[config.mk]
export PLATFORM = sky130hd
export DESIGN_NAME = z_score_normalizer_flat
export DESIGN_NICKNAME = d
export VERILOG_FILES = /design/src/design/zsn_pkg.sv /design/src/design/zsn_if.sv /design/src/design/zsn_ram.sv /design/src/design/z_score_normalizer.sv /design/src/flat_wrapper.sv
export SDC_FILE = /design/constraint.sdc
export NUM_CORES = 2
export LEC_CHECK = 0
export BUFFER_PORTS_ARGS = -buffer_cell sky130_fd_sc_hd__clkbuf_2
export CORE_ASPECT_RATIO = 1.4
export CORE_MARGIN = 2
export CORE_UTILIZATION = 35
export DETAILED_ROUTE_END_ITERATION = 10
export MAX_ROUTING_LAYER = met4
export SYNTH_ARGS = -nofsm -noshare
export SYNTH_HDL_FRONTEND = slang
export SYNTH_SLANG_ARGS = --single-unit
export TNS_END_PERCENT = 10
[constraint.sdc]
create_clock -name clk -period 27.1 [get_ports clk]
set_clock_uncertainty 0.15 [all_clocks]
set_input_delay 5.42 -clock clk [delete_from_list [all_inputs] [get_ports clk]]
set_output_delay 5.42 -clock clk [all_outputs]
set_load 0.005 [all_outputs]
[src/design/zsn_pkg.sv]
// package for the z-score normalizer: states, item types and fixed widths
`timescale 1ns / 1ps
package zsn_pkg;
  localparam int SAMPLE_BITS = 16;

  typedef enum logic [2:0] {
    ST_LOAD,
    ST_SUMSQ,
    ST_VARDIV,
    ST_SQRT,
    ST_EMIT_RD,
    ST_EMIT_DIV,
    ST_EMIT_OUT
  } zsn_state_t;

  typedef struct packed {
    logic signed [SAMPLE_BITS-1:0] sample;
    logic                          last;
  } sample_item_t;

  typedef struct packed {
    logic signed [15:0] normalized;
    logic               clipped;
    logic               dropped_any;
    logic               final_res;
  } zscore_item_t;
endpackage

[src/design/zsn_if.sv]
// valid/ready channel interface with a generic payload
`timescale 1ns / 1ps
interface zsn_if #(
  parameter type payload_t = logic
);
  logic     valid;
  logic     ready;
  payload_t data;
  modport source (output valid, output data, input ready);
  modport sink (input valid, input data, output ready);
endinterface

[src/design/zsn_ram.sv]
// generic single-port ram with registered read
`timescale 1ns / 1ps
module zsn_ram #(
  parameter int WIDTH = 16,
  parameter int DEPTH = 64
) (
  input  logic                     clk,
  input  logic                     we,
  input  logic [$clog2(DEPTH)-1:0] addr,
  input  logic [WIDTH-1:0]         wdata,
  output logic [WIDTH-1:0]         rdata
);
  logic [WIDTH-1:0] mem [DEPTH];
  always_ff @(posedge clk) begin
    if (we) mem[addr] <= wdata;
    rdata <= mem[addr];
  end
endmodule

[src/design/z_score_normalizer.sv]
// z-score normalizer top level: sample store, statistics and serial divide/sqrt
//
// usage: samples stream in on the input channel (sample, last); each is stored
// and summed, one item per cycle while loading. an item with last set closes
// the column: the block then computes the mean, the population variance and
// its square root, and emits every stored sample as (x-mean)/std in Q4.11 on
// the result channel, in arrival order, final_res set on the last one.
// samples beyond MAX_SAMPLES are dropped and dropped_any is set for the column.
// after last the block runs the mean divide, a walk over the store summing the
// squared deviations, the variance divide and the root, then the results in
// turn. each result takes a 54-step restoring divide plus a store read; the
// mean and the variance each take one such divide, and the root a 29-step
// loop, one result bit per cycle. the input is closed while a column is
// processed and reopens once the final result of the column is registered.
// reset (synchronous, active low) clears the sum, count and flags; store
// contents are not cleared. a result waits in its output register while the
// receiver stalls; the next result waits for it, the next column does not.
module z_score_normalizer
  import zsn_pkg::*;
#(
  parameter int MAX_SAMPLES = 64
) (
  input logic clk,
  input logic rst_n,
  zsn_if.sink   in_ch,
  zsn_if.source out_ch
);
  localparam int AW  = (MAX_SAMPLES > 1) ? $clog2(MAX_SAMPLES) : 1;
  localparam int CW  = $clog2(MAX_SAMPLES + 1);
  localparam int SW  = SAMPLE_BITS + CW;          // running sum
  localparam int XW  = SAMPLE_BITS + 9;           // x*256 - mean, signed
  localparam int QW  = 2 * XW + CW;               // sum of squares
  localparam int DW  = 2 * XW + 4;                // divide work width
  localparam int DCW = $clog2(DW + 1);

  zsn_state_t state_r, state_nxt;

  logic [CW-1:0] count_r;
  logic [SW-1:0] sum_r;
  logic          ovf_r;
  logic [AW-1:0] idx_r;
  logic          first_r;

  // serial divider: num / den, restoring, one bit per step
  logic [DW-1:0] dnum_r, drem_r, dden_r;
  logic [DCW-1:0] dcnt_r;
  logic          dsign_r, dbusy_r;

  logic signed [XW-1:0] mean_r;
  logic [QW-1:0] sumsq_r;
  logic [QW-1:0] sq_v_r, sq_res_r, sq_bit_r;
  logic [QW-1:0] sd_r;

  logic [SAMPLE_BITS-1:0] rd_data;
  logic [AW-1:0]          ram_addr;
  logic                   ram_we;

  logic [15:0] out_z_r;
  logic        out_clip_r, out_valid_r, out_final_r, out_drop_r;
  logic        mult_ph_r;
  logic [2*XW-1:0] dev_sq;

  wire in_fire  = in_ch.valid && in_ch.ready;
  wire out_fire = out_ch.valid && out_ch.ready;
  wire full     = (count_r == CW'(MAX_SAMPLES));

  assign in_ch.ready = (state_r == ST_LOAD);
  assign ram_we  = in_fire && !full;
  assign ram_addr = (state_r == ST_LOAD) ? count_r[AW-1:0] : idx_r;

  zsn_ram #(.WIDTH(SAMPLE_BITS), .DEPTH(MAX_SAMPLES)) u_store (
    .clk(clk), .we(ram_we), .addr(ram_addr),
    .wdata(in_ch.data.sample[SAMPLE_BITS-1:0]), .rdata(rd_data)
  );

  // deviation of the stored sample, units 2^-8
  logic signed [XW-1:0] dev;
  logic [XW-1:0] dev_mag;
  assign dev = (XW'($signed(rd_data)) <<< 8) - mean_r;
  assign dev_mag = dev[XW-1] ? XW'(-dev) : XW'(dev);
  assign dev_sq = dev_mag * dev_mag;

  // divider step
  logic [DW:0] dtrial;
  assign dtrial = {drem_r, dnum_r[DW-1]} - {1'b0, dden_r};
  wire div_done = !dbusy_r;

  // sqrt step values
  logic [QW-1:0] sq_sum;
  assign sq_sum = sq_res_r + sq_bit_r;

  // quotient magnitude, ties away from zero: mean and z numerators pre-biased
  logic [DW-1:0] q_mag;
  assign q_mag = dnum_r;

  always_comb begin
    state_nxt = state_r;
    case (state_r)
      ST_LOAD:     if (in_fire && in_ch.data.last) begin
        state_nxt = ST_SUMSQ;
      end
      ST_SUMSQ:    if (div_done && !first_r && mult_ph_r && idx_r == AW'(count_r - 1'b1)
                       && !dbusy_r) state_nxt = ST_VARDIV;
      ST_VARDIV:   if (div_done && !first_r) state_nxt = ST_SQRT;
      ST_SQRT:     if (sq_bit_r == '0 && !first_r) state_nxt = ST_EMIT_RD;
      ST_EMIT_RD:  state_nxt = ST_EMIT_DIV;
      ST_EMIT_DIV: if (div_done && !first_r) state_nxt = ST_EMIT_OUT;
      ST_EMIT_OUT: if (!out_valid_r) begin
        state_nxt = (idx_r == AW'(count_r - 1'b1)) ? ST_LOAD : ST_EMIT_RD;
      end
      default:     state_nxt = ST_LOAD;
    endcase
  end

  always_ff @(posedge clk) begin
    if (!rst_n) begin
      state_r <= ST_LOAD;
    end else begin
      state_r <= state_nxt;
    end
  end

  // datapath: mean divide is started at last, then sumsq walk, etc
  always_ff @(posedge clk) begin
    if (!rst_n) begin
      count_r     <= '0;
      sum_r       <= '0;
      ovf_r       <= 1'b0;
      idx_r       <= '0;
      first_r     <= 1'b0;
      dbusy_r     <= 1'b0;
      out_valid_r <= 1'b0;
      mult_ph_r   <= 1'b0;
    end else begin
      if (out_fire) out_valid_r <= 1'b0;
      if (dbusy_r) begin
        dnum_r <= {dnum_r[DW-2:0], ~dtrial[DW]};
        drem_r <= dtrial[DW] ? {drem_r[DW-2:0], dnum_r[DW-1]} : dtrial[DW-1:0];
        dcnt_r <= dcnt_r - 1'b1;
        if (dcnt_r == DCW'(1)) dbusy_r <= 1'b0;
      end
      case (state_r)
        ST_LOAD: begin
          if (in_fire) begin
            logic [CW-1:0]  n_new;
            logic [SW-1:0]  s_new;
            logic [SW-1:0]  s_abs;
            logic [DW-1:0]  smag;
            logic           neg;
            n_new = full ? count_r : count_r + 1'b1;
            s_new = full ? sum_r
                  : sum_r + SW'($signed(in_ch.data.sample[SAMPLE_BITS-1:0]));
            count_r <= n_new;
            sum_r   <= s_new;
            if (full) ovf_r <= 1'b1;
            if (in_ch.data.last) begin
              // mean = round(sum*256/n)
              neg   = s_new[SW-1];
              s_abs = neg ? -s_new : s_new;
              smag  = DW'(s_abs);
              dnum_r  <= (smag << 8) + DW'(n_new >> 1);
              dden_r  <= DW'(n_new);
              drem_r  <= '0;
              dcnt_r  <= DCW'(DW);
              dbusy_r <= 1'b1;
              dsign_r <= neg;
              first_r <= 1'b1;
              idx_r   <= '0;
              sumsq_r <= '0;
              mult_ph_r <= 1'b0;
            end
          end
        end
        ST_SUMSQ: begin
          if (first_r) begin
            if (div_done) begin
              mean_r  <= dsign_r ? -XW'(q_mag) : XW'(q_mag);
              first_r <= 1'b0;
            end
          end else if (!mult_ph_r) begin
            mult_ph_r <= 1'b1;          // store read in flight, data valid and squared next
          end else begin
            mult_ph_r <= 1'b0;
            if (idx_r == AW'(count_r - 1'b1)) begin
              dnum_r  <= DW'(sumsq_r + QW'(dev_sq));
              dden_r  <= DW'(count_r);
              drem_r  <= '0;
              dcnt_r  <= DCW'(DW);
              dbusy_r <= 1'b1;
              first_r <= 1'b1;
              idx_r   <= '0;
            end else begin
              sumsq_r <= sumsq_r + QW'(dev_sq);
              idx_r   <= idx_r + 1'b1;
            end
          end
        end
        ST_VARDIV: begin
          if (first_r) begin
            first_r <= 1'b0;
          end else if (div_done) begin
            sq_v_r   <= QW'(q_mag);
            sq_res_r <= '0;
            sq_bit_r <= QW'(1) << (((QW - 1) / 2) * 2);
            first_r  <= 1'b0;
          end
        end
        ST_SQRT: begin
          if (sq_bit_r != '0) begin
            if (sq_v_r >= sq_sum) begin
              sq_v_r   <= sq_v_r - sq_sum;
              sq_res_r <= (sq_res_r >> 1) + sq_bit_r;
            end else begin
              sq_res_r <= sq_res_r >> 1;
            end
            sq_bit_r <= sq_bit_r >> 2;
          end else begin
            sd_r  <= sq_res_r;
            idx_r <= '0;
          end
        end
        ST_EMIT_RD: begin
          first_r <= 1'b1;
        end
        ST_EMIT_DIV: begin
          if (first_r) begin
            // z = round(d*2048/sd)
            dnum_r  <= (DW'(dev_mag) << 11) + DW'(sd_r >> 1);
            dden_r  <= DW'(sd_r);
            drem_r  <= '0;
            dcnt_r  <= DCW'(DW);
            dbusy_r <= 1'b1;
            dsign_r <= dev[XW-1];
            first_r <= 1'b0;
          end
        end
        ST_EMIT_OUT: begin
          if (!out_valid_r) begin
            logic big;
            big = (q_mag > DW'(dsign_r ? 32768 : 32767));
            if (sd_r == '0) begin
              out_z_r    <= '0;
              out_clip_r <= 1'b0;
            end else if (big) begin
              out_z_r    <= dsign_r ? 16'h8000 : 16'h7fff;
              out_clip_r <= 1'b1;
            end else begin
              out_z_r    <= dsign_r ? -q_mag[15:0] : q_mag[15:0];
              out_clip_r <= 1'b0;
            end
            out_final_r <= (idx_r == AW'(count_r - 1'b1));
            out_drop_r  <= ovf_r;
            out_valid_r <= 1'b1;
            if (idx_r == AW'(count_r - 1'b1)) begin
              // column done: the next one may load behind the waiting item
              count_r <= '0;
              sum_r   <= '0;
              ovf_r   <= 1'b0;
            end else begin
              idx_r <= idx_r + 1'b1;
            end
          end
        end
        default: ;
      endcase
    end
  end

  // result register fields
  assign out_ch.valid            = out_valid_r;
  assign out_ch.data.normalized  = out_z_r;
  assign out_ch.data.clipped     = out_clip_r;
  assign out_ch.data.dropped_any = out_drop_r;
  assign out_ch.data.final_res   = out_final_r;
endmodule

[src/flat_wrapper.sv]
// flat-port wrapper written by rule: the top's interface ports become plain ports
module z_score_normalizer_flat import zsn_pkg::*;
#(
  parameter int MAX_SAMPLES = 64
)
  (clk, rst_n, in_ch_valid, in_ch_data, in_ch_ready, out_ch_valid, out_ch_data, out_ch_ready);
  zsn_if #(.payload_t(sample_item_t)) in_ch_i ();
  zsn_if #(.payload_t(zscore_item_t)) out_ch_i ();
  input logic clk;
  input logic rst_n;
  input wire logic [$bits(in_ch_i.valid)-1:0] in_ch_valid;
  input wire logic [$bits(in_ch_i.data)-1:0] in_ch_data;
  output wire logic [$bits(in_ch_i.ready)-1:0] in_ch_ready;
  output wire logic [$bits(out_ch_i.valid)-1:0] out_ch_valid;
  output wire logic [$bits(out_ch_i.data)-1:0] out_ch_data;
  input wire logic [$bits(out_ch_i.ready)-1:0] out_ch_ready;
  assign in_ch_i.valid = in_ch_valid;
  assign in_ch_i.data = in_ch_data;
  assign in_ch_ready = in_ch_i.ready;
  assign out_ch_valid = out_ch_i.valid;
  assign out_ch_data = out_ch_i.data;
  assign out_ch_i.ready = out_ch_ready;
  z_score_normalizer #(.MAX_SAMPLES(MAX_SAMPLES)) u_core (.clk(clk), .rst_n(rst_n), .in_ch(in_ch_i), .out_ch(out_ch_i));
endmodule
==> reports/metrics.csv <==
metric,value,unit
status,"complete, no violations",
synth.avg_cell_area,11.3,µm²
regArea,46000,µm²
root_buffer,clkbuf_16,
worst_pin_slew,1410,ps
cp_max_fo,23,
num_rows,227,
drt-initial-drc-count,6752,
cts_max_path_buffers,4,
drv_slew,0,
grt_usage,0.238,
synth-seq-area-share,0.480,
criticalPathCategory,register to register,
hpwl,231000,µm
worstRegToRegCells,34,
cts.htree.levels,4,
period_needed,12230,ps
slowest_delay,930,ps
ant_nets,0,
vias,69462,
core_area,273000,µm²
finalInstanceArea,106000,µm²
hp-class,register to register,
nFillCells,26221,
cpMaxStageDelayCell,xor2_2,
setup_viol,0,
place_congestion,0.962,
clk_latency,850,ps
rr_endpoint,u_core.dnum_r[47],
use_met3,0.0328,
worstPathArrival,12570,ps
die_h,623,µm
synthFlopType,edfxtp_1,
ys_top_cells_by_area,"edfxtp_1 (47%), fa_1 (11%), ha_1 (5.8%), inv_1 (3.1%), nand2_1 (2.5%)",
syn_area,95700,µm²
cts_buffers,168,
post-cts-setup-buffers,0,
port_buffers,41,
worst_setup_path_end_kind,register,
ys_warn_count,0,
antenna_found_initial,16,
fp.dieW,446,µm
initial_core_util,0.351,
ys_ff_latch,1551,
routed_via_density,5.72,
cp_common_cell,fa_1,
grt_pass1_wl,476000,µm
setup_tns,0,ps
met1_usage,0.270,
area_growth_syn_to_layout,10.5,%
synth-edff-count,1491,
cts_resized,0,
final_cell_mix,"edfxtp_1 (1,491), inv_1 (780), nand2_1 (632)",
async_flop_share,0,
top_usage_layer,met2,
max_clock_freq,81.8,MHz
max_cap_violations,0,
maxSlewHeadroom,0.0511,
fin_crit_sh,0.451,
dpl_cell_area,101000,µm²
rr_startpoint,u_core.mean_r[0],
grtUsageMet2,0.401,
cts_tree,done,
drc,0,
r2r_setup_slack,14870,ps
drive_above_1_share,0.0770,
pin_count,42,
clk_pin_slew,60,ps
overflow,0,
yosys.area.top_type_share,0.468,
dr.pass1.iters,6,
clkSinkCount,1551,
multi_input_area,45300,µm²
start_kind,register,
synth_cell_types,110,
wl_per_cell,26.9,µm
routed_wl,327000,µm
rsz0062_at_grt,no,
startpoint,u_core.mean_r[0],
synthCells,8462,
hold_buffers,0,
layout_commonest_cell,edfxtp_1,
grt_max_degree,83,
die_area,278000,µm²
grt_pass1_vias,69756,
required,27440,ps
cp-endpoint,u_core.dnum_r[47],
synth.largest_area_cell,edfxtp_1,
nets,9457,
whs,319,ps
hold_viol,0,
-- layout make-up --
class                           count  area share
Clock inverter                     85     0.00709
Clock buffer                      200      0.0415
Sequential cell                  1551       0.435
Tap cell                         3549      0.0420
Timing Repair Buffer              251      0.0173
Inverter                          814      0.0289
Antenna cell                       14    0.000331
Multi-Input combinational cell   5687       0.428
-- logic make-up after synthesis --
kind of cell	after synthesis	share of synthesized area
buf+inv	1241	0.0498
fa+ha+maj	963	0.167
xor+xnor	389	0.0370
compound gates	2112	0.148
other cells	2	0.0000785
mux	152	0.0162
flops	1551	0.480
simple gates	2052	0.102
-- worst max-delay path: cells and delay by family, from the launching register on --
kind,cells,cell delay [ps]
compound gates,10,2590
flops,1,380
xor+xnor,2,1090
fa+ha+maj,9,3990
simple gates,8,2050
buf+inv,5,1630
-- cell usage after synthesis (47+ instances only) --
library cell  instances
o21ai_0             388
a31oi_1             184
nor3_1               66
nand4_1              85
fa_1                521
a21o_1              126
a211oi_1             68
nor2b_1              72
and2_1               49
nand3_1             121
nor2_1              621
inv_1               780
ha_1                442
o21bai_1             56
xnor2_1             204
nor4_1               69
mux2i_1             133
clkbuf_1            337
a21oi_1             434
nand2_1             632
a221oi_1            123
and3_1              130
edfxtp_1           1491
xor2_1              170
or3_1                47
a22oi_1             282
a22o_1               94
dfxtp_1              60
-- per-stage QoR --
| stage | cells | setup slack (ps) | util |
|---|---|---|---|
| floorplan | 8479 | 14600 | - |
| global placement | 11852 | 15190 | 0.369 |
| detailed placement | 11852 | 15040 | 0.369 |
| CTS | 12137 | 14960 | 0.388 |
| global route | 12145 | 14290 | 0.388 |
| finish | 12151 | 14870 | 0.388 |
-- worst min-delay path by stage --
stage	start	to	slack, ps	cells after the start
after global routing	u_core.sq_res_r[0]	u_core.sd_r[0]	330	0
after global placement	u_core.sq_res_r[0]	u_core.sd_r[0]	300	0
final	u_core.sq_res_r[0]	u_core.sd_r[0]	320	0
after CTS	u_core.sq_res_r[0]	u_core.sd_r[0]	310	0
after detailed placement	u_core.sq_res_r[0]	u_core.sd_r[0]	300	0
after floorplan	u_core.ovf_r	u_core.out_drop_r	270	0
-- state kept, by name, summed over array words and instances, names as in the netlist, 25 cells and up --
register / cells
u_core.mean_r: 25
u_core.u_store.mem: 1024
u_core.drem_r: 54
u_core.dden_r: 54
u_core.sq_v_r: 57
u_core.sq_res_r: 57
u_core.sq_bit_r: 29
u_core.dnum_r: 54
u_core.sumsq_r: 54
u_core.sd_r: 57
-- per-layer routing --
layer / vias up / part of all wire
met3: 765 / 0.063
li1: 30828 / -
met4: 0 / 0.068
met2: 2706 / 0.50
met5: - / 0
met1: 35163 / 0.37
Power is left out: the tool's default activity adds up to more than one toggle a clock period on the data nets, which glitch-free logic cannot reach.
